<file path="config.mk">
export PLATFORM = sky130hd
export DESIGN_NAME = base64_stream_codec_unit
export DESIGN_NICKNAME = d
export VERILOG_FILES = /design/src/hw/rtl/b64sc_pkg.sv /design/src/hw/rtl/b64sc_step.sv /design/src/hw/rtl/base64_stream_codec_unit.sv
export SDC_FILE = /design/constraint.sdc
export NUM_CORES = 1
export LEC_CHECK = 0
export ABC_AREA = 1
export BUFFER_PORTS_ARGS = -buffer_cell sky130_fd_sc_hd__clkbuf_2
export CAP_MARGIN = 0
export CORE_ASPECT_RATIO = 1.25
export CORE_MARGIN = 10
export CORE_UTILIZATION = 55
export DETAILED_ROUTE_END_ITERATION = 7
export PLACE_DENSITY = 0.74
export SKIP_LAST_GASP = 1
export SYNTH_ARGS = -nofsm -noshare
export SYNTH_HDL_FRONTEND = slang
export SYNTH_HIERARCHICAL = 1
export SYNTH_SLANG_ARGS = --single-unit
</file>
<file path="constraint.sdc">
create_clock -name clk -period 3.2 [get_ports clk]
set_clock_uncertainty 0.2 [all_clocks]
set_input_delay 0.64 -clock clk [delete_from_list [all_inputs] [get_ports clk]]
set_output_delay 0.64 -clock clk [all_outputs]
set_load 0.05 [all_outputs]
</file>
<file path="src/hw/rtl/b64sc_pkg.sv">
`timescale 1ns / 1ps
`default_nettype none

package b64sc_pkg;

  localparam int MaxResults = 4;
  localparam int CountW     = $clog2(MaxResults + 1);
  localparam int IdxW       = $clog2(MaxResults);

  localparam logic MODE_ENCODE = 1'b0;
  localparam logic MODE_DECODE = 1'b1;

  localparam logic [3:0] HELD_0 = 4'd0;
  localparam logic [3:0] HELD_2 = 4'd2;
  localparam logic [3:0] HELD_4 = 4'd4;
  localparam logic [3:0] HELD_6 = 4'd6;

  localparam logic [7:0] PAD_CHAR = 8'h3d;

  typedef struct packed {
    logic [7:0] data_byte;
    logic       end_of_message;
  } in_item_t;

  typedef struct packed {
    logic [7:0] out_byte;
    logic       out_valid;
    logic       out_last;
    logic       out_error;
  } out_item_t;

  typedef out_item_t [MaxResults-1:0] res_vec_t;

  typedef struct packed {
    logic [11:0] acc;
    logic [3:0]  held;
    logic        err;
  } codec_state_t;

  // 6-bit value to alphabet character
  function automatic logic [7:0] enc_char(input logic [5:0] s);
    logic [7:0] c;
    if (s < 6'd26) begin
      c = 8'd65 + {2'b00, s};
    end else if (s < 6'd52) begin
      c = 8'd97 + {2'b00, s} - 8'd26;
    end else if (s < 6'd62) begin
      c = 8'd48 + {2'b00, s} - 8'd52;
    end else if (s == 6'd62) begin
      c = 8'h2b;
    end else begin
      c = 8'h2f;
    end
    return c;
  endfunction

  // character to 6-bit value; bit 6 set for a non-alphabet code
  function automatic logic [6:0] dec_sextet(input logic [7:0] c);
    logic [6:0] v;
    if (c inside {[8'd65:8'd90]}) begin
      v = 7'(c - 8'd65);
    end else if (c inside {[8'd97:8'd122]}) begin
      v = 7'(c - 8'd97 + 8'd26);
    end else if (c inside {[8'd48:8'd57]}) begin
      v = 7'(c - 8'd48 + 8'd52);
    end else if (c == 8'h2b) begin
      v = 7'd62;
    end else if (c == 8'h2f) begin
      v = 7'd63;
    end else begin
      v = 7'd64;
    end
    return v;
  endfunction

  function automatic out_item_t mk_item(input logic [7:0] b);
    out_item_t r;
    r.out_byte  = b;
    r.out_valid = 1'b1;
    r.out_last  = 1'b0;
    r.out_error = 1'b0;
    return r;
  endfunction

endpackage

`default_nettype wire

</file>
<file path="src/hw/rtl/b64sc_step.sv">
`timescale 1ns / 1ps
`default_nettype none

module b64sc_step (
  input  wire logic                    mode,
  input  wire b64sc_pkg::codec_state_t st,
  input  wire b64sc_pkg::in_item_t     item,
  output b64sc_pkg::codec_state_t      st_nxt,
  output b64sc_pkg::res_vec_t          res,
  output logic [b64sc_pkg::CountW-1:0] res_cnt
);
  import b64sc_pkg::*;

  logic [11:0]       acc8;
  logic [11:0]       acc6;
  logic [6:0]        sext;
  logic              skip;
  logic [CountW-1:0] last_idx;

  always_comb begin
    res      = '0;
    res_cnt  = '0;
    st_nxt   = st;
    acc8     = {st.acc[3:0], item.data_byte};
    sext     = dec_sextet(item.data_byte);
    acc6     = {st.acc[5:0], sext[5:0]};
    skip     = item.data_byte inside {8'd32, [8'd9:8'd13], PAD_CHAR};
    last_idx = '0;

    if (mode == MODE_ENCODE) begin
      st_nxt.acc = acc8;
      case (st.held)
        HELD_4: begin
          res[0]      = mk_item(enc_char(acc8[11:6]));
          res[1]      = mk_item(enc_char(acc8[5:0]));
          res_cnt     = CountW'(2);
          st_nxt.held = HELD_0;
        end
        HELD_2: begin
          res[0]      = mk_item(enc_char(acc8[9:4]));
          res_cnt     = CountW'(1);
          st_nxt.held = HELD_4;
          if (item.end_of_message) begin
            res[1]  = mk_item(enc_char({acc8[3:0], 2'b00}));
            res[2]  = mk_item(PAD_CHAR);
            res_cnt = CountW'(3);
          end
        end
        default: begin
          res[0]      = mk_item(enc_char(acc8[7:2]));
          res_cnt     = CountW'(1);
          st_nxt.held = HELD_2;
          if (item.end_of_message) begin
            res[1]  = mk_item(enc_char({acc8[1:0], 4'b0000}));
            res[2]  = mk_item(PAD_CHAR);
            res[3]  = mk_item(PAD_CHAR);
            res_cnt = CountW'(4);
          end
        end
      endcase
    end else if (!st.err && !skip) begin
      if (sext[6]) begin
        st_nxt.err = 1'b1;
      end else begin
        st_nxt.acc = acc6;
        case (st.held)
          HELD_2: begin
            res[0]      = mk_item(acc6[7:0]);
            res_cnt     = CountW'(1);
            st_nxt.held = HELD_0;
          end
          HELD_4: begin
            res[0]      = mk_item(acc6[9:2]);
            res_cnt     = CountW'(1);
            st_nxt.held = HELD_2;
          end
          HELD_6: begin
            res[0]      = mk_item(acc6[11:4]);
            res_cnt     = CountW'(1);
            st_nxt.held = HELD_4;
          end
          default: begin
            st_nxt.held = HELD_6;
          end
        endcase
      end
    end

    if (item.end_of_message) begin
      if (res_cnt == '0) begin
        res[0].out_valid = 1'b0;
        res_cnt          = CountW'(1);
      end
      last_idx = res_cnt - CountW'(1);
      for (int i = 0; i < MaxResults; i++) begin
        if (CountW'(i) == last_idx) begin
          res[i].out_last  = 1'b1;
          res[i].out_error = st_nxt.err;
        end
      end
      st_nxt = '0;
    end
  end

endmodule

`default_nettype wire

</file>
<file path="src/hw/rtl/base64_stream_codec_unit.sv">
// The first result of a request is offered in the cycle after it is accepted.
// Throughput: a request giving k results (k is 1 to 4) holds the result buffer until its
// last result is taken; requests with one result or none stream at one per cycle while
// out_ready is high. Encoding takes no new byte while two or more results of the last
// byte still wait, as at an end of message; decoding yields at most one per character.
// Reset (rst_n low, synchronous): mode returns to encode, message state and buffer clear.
`timescale 1ns / 1ps
`default_nettype none

module base64_stream_codec_unit (
  input  wire logic                 clk,
  input  wire logic                 rst_n,
  input  wire logic                 in_valid,
  output logic                      in_ready,
  input  wire b64sc_pkg::in_item_t  in_data,
  output logic                      out_valid,
  input  wire logic                 out_ready,
  output b64sc_pkg::out_item_t      out_res,
  input  wire logic                 cfg_we,
  input  wire logic                 cfg_wdata
);
  import b64sc_pkg::*;

  logic              mode_r;
  codec_state_t      st_r;
  codec_state_t      st_nxt;
  res_vec_t          pend_r;
  res_vec_t          res;
  logic [CountW-1:0] res_cnt;
  logic [CountW-1:0] left_r;
  logic [IdxW-1:0]   idx_r;
  logic              in_acc;
  logic              out_acc;

  b64sc_step u_step (
    .mode    (mode_r),
    .st      (st_r),
    .item    (in_data),
    .st_nxt  (st_nxt),
    .res     (res),
    .res_cnt (res_cnt)
  );

  assign out_valid = (left_r != '0);
  assign out_res   = pend_r[idx_r];
  assign out_acc   = out_valid && out_ready;
  assign in_ready  = (left_r == '0) || ((left_r == CountW'(1)) && out_ready);
  assign in_acc    = in_valid && in_ready;

  always_ff @(posedge clk) begin
    if (!rst_n) begin
      mode_r <= MODE_ENCODE;
      st_r   <= '0;
      left_r <= '0;
      idx_r  <= '0;
    end else begin
      if (cfg_we) begin
        mode_r <= cfg_wdata;
        st_r   <= '0;
      end else if (in_acc) begin
        st_r <= st_nxt;
      end
      if (in_acc) begin
        left_r <= res_cnt;
        idx_r  <= '0;
      end else if (out_acc) begin
        left_r <= left_r - CountW'(1);
        idx_r  <= idx_r + IdxW'(1);
      end
    end
  end

  always_ff @(posedge clk) begin
    if (in_acc) begin
      pend_r <= res;
    end
  end

  a_left_bound: assert property (@(posedge clk) disable iff (!rst_n)
    left_r <= CountW'(MaxResults))
    else $error("result count out of range");

  a_eom_result: assert property (@(posedge clk) disable iff (!rst_n)
    in_acc && in_data.end_of_message |=> out_valid)
    else $error("end of message gave no result");

  a_err_on_last: assert property (@(posedge clk) disable iff (!rst_n)
    out_valid && out_res.out_error |-> out_res.out_last)
    else $error("error flag off the last result");

  a_bare_last: assert property (@(posedge clk) disable iff (!rst_n)
    out_valid && !out_res.out_valid |-> out_res.out_last && (out_res.out_byte == 8'd0))
    else $error("bare marker not last");

endmodule

`default_nettype wire
</file>
==> results.md, run 1 <==
- The run finished with clean final reports.
- Setup repair after global routing left no endpoint under its margin.
- The finished layout holds around 1,000 standard cells, fillers aside.
- The met1 routed wirelength after detailed routing is approximately 7100 microns.
- The maximum fanout along the worst path is 10.
- In this run, the number of DRC markers left after iteration 0 of detailed routing was 639.
- The number of warning messages in the yosys log is 6.
- The tool flagged a number of max-cap violations equal to 0.
- The initial antenna violation count is 0.
- The kind of launch point of the worst setup path is an input pin.
- 0 antenna diodes ended up in the layout.
- The total grt overflow is 0.
- The part of the power in the clock network is 0.238.
- The path class of the tightest hold or removal check is register to register.
- The count of placed standard cells including taps is 1,010.
- Across every metal layer, demand over resource in global routing totals 0.2426.
- The average detailed-routed wire length per instance is ~18 microns.
- The library cell used as clock root buffer is sky130_fd_sc_hd__clkbuf_16.
- The HPWL after detailed placement is 14,230 microns.
- For this design, the CTS-stage hold fixing added 0 buffers.
- The routed design uses 8995 microns of met2 wire.
- The analysis attributes to net switching a power of 0.001669 W.
- Port buffering added 27 buffers.
- The latest clock arrival within the worst-skew pair is 320 ps.
- The first-pass detailed-route iteration total is 5.
- The static leakage is 2.779 nW.
- Of the total power, registers draw 0.324.
- The wire length reported by the detailed router is 18,530 microns.
- After layout, the design draws a total of approximately 0.0038 W.
- The internal power of the cells is 0.002108 W.
- After clock tree synthesis, the clock-pin slew on the worst setup and hold paths is 50 ps.
- The cell type with the highest occurrence count on the critical path is sky130_fd_sc_hd__nand2_1.
- The maximum vdd drop is around 0.43 mV.
- The power per cell area is 593.1 mW/mm^2.
- The highest metal layer carrying signal wires in the routed design is met4.
- The headroom to the max-slew limit is 0.2453.
- The deepest clock path buffer count is 2.
- The largest net degree at the start of global routing is 57.
- The overall die area is between 0.015 and 0.02 sq mm.
- Each instance of the synthesized netlist takes up on average 6.782 sq um.
- The H-tree was split into 3 levels.
- In this run, post-CTS repair resized a total of 0 instances.
- The smallest setup slack after layout is 305.4 ps.
- The worst stage delay on the critical path is 370 ps.
- Once the clock tree was built, the setup fixing pass inserted 0 buffers.
- In the final layout, the share of cells above drive strength 1 is 0.1472.
- The number of global-route vias before repair is about 5,800.
- For the pin with the worst max-slew slack, the measured transition is 1123 ps.
- The number of failing hold endpoints at the final stage was 0.
- The clock sink count is 61.
- The max-slew violation count is 0.
- The clock tree from TritonCTS is built.
- The remaining design rule violation count is 0.
- Measured along the x axis, the die boundary spans 111.9 microns.
- The post-synthesis cell count is between 800 and 900.
- Relative to the synthesized area, the layout overhead comes to 9.698%.
- The antenna violation net count after detailed routing is 0.
- STA classifies the critical path endpoint as a register.
- The maximum frequency from static timing analysis is 345.5 MHz.
- The share of the core filled with cells in the final layout is 0.6239.
- Traced cell by cell, the critical path runs through clkbuf_2 -> inv_1 -> ha_1 -> nand2_1 -> nand2_1 -> nand2_1 -> nand3_1 -> nand2_2 -> buf_4 -> o21ai_0 -> inv_1 -> a21oi_1 -> nand2_1 -> nand3_1 -> nand2_1 -> nand2_1.
- The final route contains 6,090 vias.
- The setup total negative slack is 0 ps.
- Of the available clock period, the critical path in the final layout requires 0.9046.
- The share of total power dissipated in combinational logic is 0.438.
- In the detailed route, the total length drawn on met3 is approximately 1300 microns.
- The net count of the finished layout is about 940.
- Using the TritonRoute via totals, the vias-per-cell ratio works out to 5.936.
- The required time at the endpoint of the critical path is 3150 ps.
- Timing analysis after detailed placement gives a worst setup slack of 21.15 ps.
- The synthesized netlist occupies a cell area of 0.005806 sq mm.
- The first global-routing pass estimated 29,930 microns of wire.
- The filler cells instantiated in the layout total 919.
- The final RePlAce weighted congestion is 1.012.
- For this configuration, the core starts out at a cell density of 0.5687.
- The final critical-path required period is 2895 ps.
- The count of final setup violators is 0.
- Of the total power, the share spent switching nets is 0.4418.
- The die is 134.9 microns tall.
- The critical path is of the input pin to register type.
- At the worst endpoint, the arrival time is 2850 ps.
- In this run the count of I/O pins placed on the die edge is 28.
- The slowest cell on the critical path is sky130_fd_sc_hd__a21oi_1.
- The floorplan has 41 rows.
- The core area is 0.01021 sq mm.
- In this run, CTS created clock tree buffers numbering 9.
cell type report:
class                      count  area, sq um  share of cell area
clock buffer                  12        257.7             0.04047
clock inverter                 4        21.27            0.003340
inverter                      99        380.4             0.05972
multi-input combinational    649         3413              0.5360
sequential                    61         1662              0.2609
tap                          129        161.4             0.02534
timing repair buffer          72        473.0             0.07426
layout by cell type (no fill, tap or decap), types with 3 or more instances in the layout:
cell / instances
sky130_fd_sc_hd__clkinv_1: 4
sky130_fd_sc_hd__xnor2_1: 5
sky130_fd_sc_hd__o21ai_1: 4
sky130_fd_sc_hd__o22ai_1: 15
sky130_fd_sc_hd__nand2_2: 13
sky130_fd_sc_hd__a21oi_2: 5
sky130_fd_sc_hd__nor3_1: 15
sky130_fd_sc_hd__or2_2: 3
sky130_fd_sc_hd__dfxtp_1: 17
sky130_fd_sc_hd__buf_4: 45
sky130_fd_sc_hd__xor2_1: 9
sky130_fd_sc_hd__ha_1: 29
sky130_fd_sc_hd__a21oi_1: 56
sky130_fd_sc_hd__inv_2: 11
sky130_fd_sc_hd__clkbuf_2: 27
sky130_fd_sc_hd__clkbuf_16: 10
sky130_fd_sc_hd__o21ai_0: 65
sky130_fd_sc_hd__o211ai_1: 17
sky130_fd_sc_hd__nand3_1: 61
sky130_fd_sc_hd__a31oi_1: 8
sky130_fd_sc_hd__inv_1: 81
sky130_fd_sc_hd__o221ai_1: 3
sky130_fd_sc_hd__nand2_1: 209
sky130_fd_sc_hd__clkinv_2: 4
sky130_fd_sc_hd__nor2_1: 87
sky130_fd_sc_hd__edfxtp_1: 44
sky130_fd_sc_hd__nand4_1: 11
sky130_fd_sc_hd__conb_1: 6
sky130_fd_sc_hd__o311ai_0: 3
power by group through the flow:
stage / Sequential [W] / Combinational, W / Clock, W
6_report: 0.00122 / 0.00166 / 0.000897
5_1_grt: 0.00125 / 0.00180 / 0.000938
4_1_cts: 0.00123 / 0.00165 / 0.000902
3_5_place_dp: 0.00124 / 0.00164 / 0
3_3_place_gp: 0.00123 / 0.00161 / 0
2_1_floorplan: 0.00120 / 0.00131 / 0
worst max-delay path: cells and delay by family:
family	cells	cell delay, ps
simple gates	9	970
buf+inv	4	520
fa+ha+maj	1	260
compound gates	2	450
layer usage:
| layer | up-vias | track usage |
|---|---|---|
| li1 | 2928 | - |
| met2 | 335 | 0.4086 |
| met4 | 0 | 0.1581 |
| met3 | 69 | 0.03280 |
| met5 | - | 0 |
| met1 | 2758 | 0.2826 |
path summary, 6_finish.rpt:
check	cells after the start	end	slack [ps]	startpoint
min reg2reg	2	st_r[4]	290	st_r[4]
min	2	st_r[4]	290	st_r[4]
max reg2reg	10	pend_r[5]	470	st_r[5]
max	16	pend_r[5]	310	in_data[4]
registers in the layout (all words and copies together) (netlist names):
signal  cells
idx_r       2
left_r      3
mode_r      1
pend_r     44
st_r       11
per-stage QoR:
stage	instance area [sq um]	hold slack, ps
3_3_place_gp	6090	254.7
3_5_place_dp	6090	271.5
4_1_cts	6369	287.2
6_report	6369	287.9
5_1_grt	6369	292.8
2_1_floorplan	5824	243.6
(Power assumes the default switching activity.)
==> inputs of run 2 (changes only) <==
- GPL_TIMING_DRIVEN: not set -> 0
- MAX_ROUTING_LAYER: not set -> met4
==> run 2 against run 1 <==
  * Sequential share of layout area down 0.50 points
  * Sequential power about the same
  * Register-to-register slack worse by 230 ps
  * Critical endpoint is now st_r[6]
  * Highest routed layer unchanged
==> results.md, run 2 (synthesized netlist as in run 1, its figures left out) <==
- The power per cell area is 585.3 mW/mm^2.
- The worst reg-to-reg path cell count is 10.
- For the pin with the worst max-slew slack, the measured transition is 1266 ps.
- The headroom to the max-slew limit is 0.1494.
- The final critical-path required period is 3061 ps.
- The reg-to-reg critical path startpoint is st_r[5].
- The signal arrival time at the worst endpoint is 3110 ps.
- The clock tree from TritonCTS is built.
- The post-CTS clock slew at the launch and capture registers of the worst setup and hold paths is 60 ps.
- The x dimension of the die is 111.9 microns.
- The worst register-to-register path ends at pend_r[5].
- The max-slew violation count came to 0.
- The maximum frequency from static timing analysis is approximately 330 MHz.
- The fraction of layout instances using a drive strength above 1 is 0.1663.
- After global routing the overflow that remains totals 0.
- The maximum fanout along the worst path is 12.
- The first detailed-routing pass ran for 8 iterations.
- By instance count, the cell type seen most on the critical path is sky130_fd_sc_hd__nand2_1.
- The total area inside the core boundary comes to 0.01021 sq mm.
- The wire length reported by the detailed router is 19,120 microns.
- The largest registers in the layout are pend_r x44, st_r x11, left_r x3.
- The slack of the worst reg-to-reg path is between 200 and 250 ps.
- The kind of critical path is input pin to register.
- The deepest clock path buffer count is 2.
- The completed layout was analyzed and its total power is ~0.0038 W.
- The count of final setup violators is 0.
- The top register by number of flip-flops is pend_r.
- Dividing the detail-routed wire length by the instance count gives 18.43 microns.
- The library cell used as clock root buffer is sky130_fd_sc_hd__clkbuf_16.
- In the layout the commonest cells are 206 x sky130_fd_sc_hd__nand2_1, 87 x sky130_fd_sc_hd__nor2_1, 79 x sky130_fd_sc_hd__inv_1.
- The startpoint of the worst setup timing path is in_data[5].
- For this block, the initial DRC count from the detailed router was 688.
- The count of nets left with antenna violations once routing finished came out at 0.
- Counting both buffers and inverters, the worst setup path holds a total of 7.
- The remaining design rule violation count is 0.
- The die covers between 0.015 and 0.02 sq mm.
- The total via count in the routed design is 6,266.
- The run finished with clean final reports.
- The number of core rows is 41.
- The clock sink count is 61.
- The synthesis-to-layout area growth is 11.92%.
- Counting the fill cells in the layout gives roughly 910.
- The number of hold buffers added after CTS was 0.
- The worst setup path is captured at a register.
- Traced cell by cell, the critical path runs through clkbuf_2 -> buf_4 -> inv_4 -> ha_1 -> buf_4 -> inv_2 -> a21oi_1 -> nand3_1 -> nand2_2 -> buf_2 -> o21ai_0 -> o21ai_0 -> nand2_1 -> nand3_1 -> nand2_1 -> inv_1 -> nand2_1 -> a21oi_1.
- The cell count of the worst hold path is 2.
- The effective utilization at floorplan is 0.5687.
- The total placed instance area is 0.006116 sq mm.
- The worst hold endpoint is st_r[2].
- The number of antenna cells inserted is 0.
- The first-pass GRT wire length is 29,730 microns.
- The setup total negative slack is 0 ps.
- The largest net degree at the start of global routing is ~50.
- The clock tree synthesis step divided the H-tree into 3 levels.
- STA classifies the critical path startpoint as an input pin.
- The congestion estimate from routability-driven global placement came to between 1 and 1.5.
- The register with the most flip-flops in the layout has 44 of them.
- The die height is 134.9 microns.
- The required time at the endpoint of the critical path is 3250 ps.
- The final period utilization is 0.9565.
- The number of clock buffers added by TritonCTS is 9.
- Dividing the detail-routed via count by the number of cells gives 6.042.
- The initial antenna violation count is 0.
- The net count of the finished layout is between 900 and 1,000.
- The latest clock arrival within the worst-skew pair is 320 ps.
- The library cell used most frequently in the layout, excluding fill and tap cells, is sky130_fd_sc_hd__nand2_1.
- With fillers left out, the area of the finished cells amounts to 0.006497 sq mm.
- The count of port buffers added during placement is 26.
- Setup repair after global routing left no endpoint under its margin.
- The maximum vdd drop is 0.4745 mV.
- For this run, the slowest stage of the critical path takes 330 ps.
- The top cell family by delay on the critical path is buffers and inverters.
- The static leakage is 2.815 nW.
- The worst hold path belongs to the class register to register.
- The I/O pin count is 28.
- The number of global-route vias before repair came to 6,015.
- The tool flagged a number of max-cap violations equal to 0.
- After legalization and detailed placement, the total HPWL measured 14,530 microns.
- The slowest cell on the critical path is sky130_fd_sc_hd__o21ai_0.
- The worst hold path begins at st_r[2].
- The aggregate global-route resource usage is 0.2458.
- The number of failing hold endpoints at the final stage is 0.
-- run 2: cell types whose count changed in the layout (fill, tap and decap cells not counted), moves of 3 or more --
| cell | delta |
|---|---|
| sky130_fd_sc_hd__buf_2 | +13 |
| sky130_fd_sc_hd__buf_4 | -18 |
| sky130_fd_sc_hd__clkinvlp_4 | +5 |
| sky130_fd_sc_hd__clkbuf_1 | +8 |
| sky130_fd_sc_hd__nand2_2 | +3 |
| sky130_fd_sc_hd__buf_6 | +5 |
| sky130_fd_sc_hd__nand2_1 | -3 |
-- run 2: repair_timing --
item / in CTS / in global routing
buffers inserted: 0 / 5
setup endpoints to repair: 0 / 23
gates resized for setup: 0 / 24
-- run 2: layer usage --
| metal | track usage | up-vias | wire [microns] | part of all wire |
|---|---|---|---|---|
| met5 | - | - | 0 | 0 |
| met4 | 0.1588 | 0 | 1129 | 0.059 |
| met3 | 0.03059 | 97 | 1317 | 0.069 |
| met2 | 0.4283 | 354 | 9390 | 0.49 |
| met1 | 0.2576 | 2855 | 7278 | 0.38 |
| li1 | - | 2960 | - | - |
-- run 2: worst max path at each step --
| stage | to | slack, ps | cells past startpoint |
|---|---|---|---|
| after global routing | pend_r[5] | 8 | 10 |
| after detailed placement | pend_r[8] | -300 | 15 |
| final | st_r[6] | 140 | 18 |
| after CTS | pend_r[8] | 20 | 15 |
| after floorplan | st_r[9] | 470 | 18 |
| after global placement | pend_r[8] | -290 | 15 |
-- run 2: final cells by class --
cell class                 count  area [sq um]  share of cell area
buffer                        52         377.9             0.05816
clock buffer                  11         232.7             0.03582
clock inverter                 5         27.53            0.004236
inverter                      99         397.9             0.06124
multi-input combinational    649          3470              0.5340
sequential                    61          1663              0.2559
tap                          129         161.4             0.02484
timing repair buffer          31         167.7             0.02580
-- run 2: tightest hold or removal path, cell delays in order (launching register included) --
cell                      delay (ps)
sky130_fd_sc_hd__dfxtp_1         310
sky130_fd_sc_hd__nand2_1          60
sky130_fd_sc_hd__a21oi_1          60
-- run 2: power breakdown --
part / switching [W] / internal [W] / total, W / leakage (nW)
Clock: 0.000320 / 0.000517 / 0.000837 / 0.129
Combinational: 0.00129 / 0.000457 / 0.00175 / 2.12
Sequential: 0.0000811 / 0.00114 / 0.00122 / 0.561
-- run 2: stage by stage --
stage,setup slack (ps),hold WS [ps],cells,util
final,139.3,286.2,1037,0.6365
after detailed placement,-303.9,259.2,1016,0.5991
after global placement,-292.4,252.2,1016,0.5991
after CTS,24.30,283.7,1032,0.6246
after global routing,7.825,308.3,1037,0.6365
after floorplan,467.5,243.6,861,-
==> inputs of run 3 (changes only) <==
- CORE_UTILIZATION: 55 -> 40
- PLACE_DENSITY: 0.74 -> 0.58
==> run 3 against run 2 <==
  * Total power increased by 4.2%
  * Wire length grew 0.16%
  * Sequential power about the same
  * Clock-buffer cell count shrank 1
  * Design area increased by 1.6%
  * Largest cell class unchanged
  * Highest routed layer unchanged
==> results.md, run 3 (synthesized netlist as in run 1, its figures left out) <==
- The worst hold path begins at st_r[1].
- Global routing finished with a remaining overflow of 0.
- The clock sink count is just over 60.
- During I/O placement, the number of pins put on the boundary was 28.
- For this run, the share of the core covered by cells in the final layout is 0.4623.
- After detailed routing, the number of vias per cell comes to 5.438.
- The antenna violation net count after detailed routing is 0.
- The first detailed-routing pass took 5 iterations.
- The repair_antennas step left the layout with diodes totalling 0.
- The flip-flop count of the largest register, all copies and words added is 44.
- The number of fill cells is 1,535.
- The final period utilization is 0.9474.
- The wire length reported by the detailed router is 19,150 microns.
- The worst slack after detailed placement is -411.3 ps.
- The flow ran to the end, and the final reports show no timing, DRC or antenna violations.
- The signal arrival time at the worst endpoint is slightly above 3000 ps.
- The final critical-path required period is 3032 ps.
- The cell sitting at the root of the clock tree is a sky130_fd_sc_hd__clkbuf_16.
- Clock-pin slew was measured on the worst setup and hold paths at 50 ps.
- The remaining design rule violation count is 0.
- The wire-length estimate of the detail-placed layout is 14,900 microns.
- The top register by number of flip-flops is pend_r.
- The number of core rows is 49.
- The clock passes through at most 2 buffers.
- Setup repair after global routing could not meet its margin everywhere.
- The slew at the pin with the worst max-slew slack is 819.1 ps.
- The number of global-route vias before repair is 5,663.
- The count of final setup violators is 0.
- In this run the tightest slew margin relative to its limit is 0.4498.
- The worst setup path is launched from an input pin.
- TritonCTS built the clock tree.
- The smallest setup slack after layout is approximately 170 ps.
- The max-cap check violation count is 0.
- The largest net degree at the start of global routing is 49.
- In this run the worst hold path is classified as register to register.
- The commonest non-fill, non-tap cell in the layout is sky130_fd_sc_hd__nand2_1.
- The net count of the finished layout is between 900 and 1,000.
- The area growth from synthesis to layout is 13.75%.
- The maximum frequency from static timing analysis is between 300 and 400 MHz.
- The initial antenna violation count is 0.
- The die covers 0.01976 sq mm.
- The initial utilization of the core area, before any placement, comes to 0.4064.
- The congestion estimate from routability-driven global placement came to 0.9558.
- The worst setup path is captured at a register.
- For this design, the CTS-stage hold fixing added 0 buffers.
- The startpoint of the worst setup timing path is in_data[7].
- In this run the vertical extent of the chip is approximately 150 microns.
- Along the worst path, the maximum fanout reaches 12.
- The count of port buffers added during placement is 26.
- The aggregate global-route resource usage is 0.1972.
- The total via count in the routed design is 5,900.
- Leaving out fill and tap cells, the most frequent cells in the layout are 209 x sky130_fd_sc_hd__nand2_1, 86 x sky130_fd_sc_hd__nor2_1, 79 x sky130_fd_sc_hd__inv_1.
- The largest registers in the layout are pend_r x44, st_r x11, left_r x3.
- The reg-to-reg critical path startpoint is st_r[6].
- The required time at the endpoint of the critical path is 3210 ps.
- The static leakage is 2.821 nW.
- The number of clock buffers added by TritonCTS is 9.
- Dividing the detail-routed wire length by the instance count gives approximately 18 microns.
- The max-slew violation count was 0.
- The first-pass GRT wire length is 30,530 microns.
- Dividing total power by cell area gives a power density of ~600 mW/mm^2.
- The x dimension of the die is 127.8 microns.
- The number of failing hold endpoints at the final stage came to 0.
- The core region is 0.01429 sq mm.
- The later pin in the worst-skew pair is clocked with a latency of ~330 ps.
- The detailed router finished its first iteration with 413 violations.
- CTS built an H-tree with a depth of 3.
- VDD sags by at most 0.5511 mV.
- The kind of critical path is input pin to register.
- Of the cells placed in the final design, the portion with a size suffix greater than 1 is 0.1621.
==> run 3: per-layer routing <==
layer / up-vias / GRT usage / wire, microns
met1: 2679 / 0.2221 / 7776
li1: 2948 / - / -
met3: 52 / 0.02326 / 955
met5: - / - / 0
met4: 0 / 0.1031 / 807
met2: 221 / 0.3345 / 9606
==> run 3: where the power goes <==
part	total [W]	internal, W	switching (W)	leakage [nW]
Sequential	0.00121	0.00114	0.0000766	0.561
Combinational	0.00174	0.000457	0.00128	2.11
Clock	0.00102	0.000679	0.000337	0.146
==> run 3: final cells by class <==
type	count	area (sq um)	share of cell area
multi-input combinational	649	3466	0.5248
sequential	61	1662	0.2516
inverter	99	400.4	0.06063
buffer	52	376.6	0.05703
clock buffer	10	229.0	0.03467
tap	178	222.7	0.03372
timing repair buffer	30	160.2	0.02425
clock inverter	6	87.58	0.01326
==> run 3: what timing repair did <==
item	in CTS	in global routing
buffers inserted	0	4
setup endpoints to repair	9	26
gates resized for setup	3	20
pin swaps	0	1
==> run 3: through the flow <==
step | TNS, ps | total power (W) | instance area, sq um | hold slack, ps | instances
6_report | 0 | 0.003963 | 6604 | 281.9 | 1085
5_1_grt | -4.435 | 0.004212 | 6604 | 313.2 | 1085
4_1_cts | 0 | 0.003983 | 6506 | 283.9 | 1081
3_5_place_dp | -7273 | 0.002959 | 6177 | 268.0 | 1065
3_3_place_gp | -7478 | 0.002951 | 6177 | 253.9 | 1065
2_1_floorplan | 0 | 0.002504 | 5824 | 243.6 | 861
==> run 3: final timing paths <==
check	to	depth (start not counted)	slack (ps)
setup / recovery	left_r[0]	19	170
hold reg to reg	st_r[1]	2	280
setup reg to reg	pend_r[8]	10	230
hold / removal	st_r[1]	2	280
==> run 3: worst max-delay path, stage by stage <==
cell	delay, ps
sky130_fd_sc_hd__clkbuf_2	120
sky130_fd_sc_hd__inv_1	70
sky130_fd_sc_hd__buf_2	280
sky130_fd_sc_hd__ha_2	310
sky130_fd_sc_hd__nand2_1	80
sky130_fd_sc_hd__inv_1	80
sky130_fd_sc_hd__nor2_1	50
sky130_fd_sc_hd__nand3_1	100
sky130_fd_sc_hd__nand3_1	250
sky130_fd_sc_hd__nand2_1	170
sky130_fd_sc_hd__inv_2	60
sky130_fd_sc_hd__nand2_4	80
sky130_fd_sc_hd__nand2_8	70
sky130_fd_sc_hd__nand2_8	80
sky130_fd_sc_hd__nor2_1	40
sky130_fd_sc_hd__nand2_1	180
sky130_fd_sc_hd__nand3_1	150
sky130_fd_sc_hd__o21ai_0	170
sky130_fd_sc_hd__a21oi_1	50
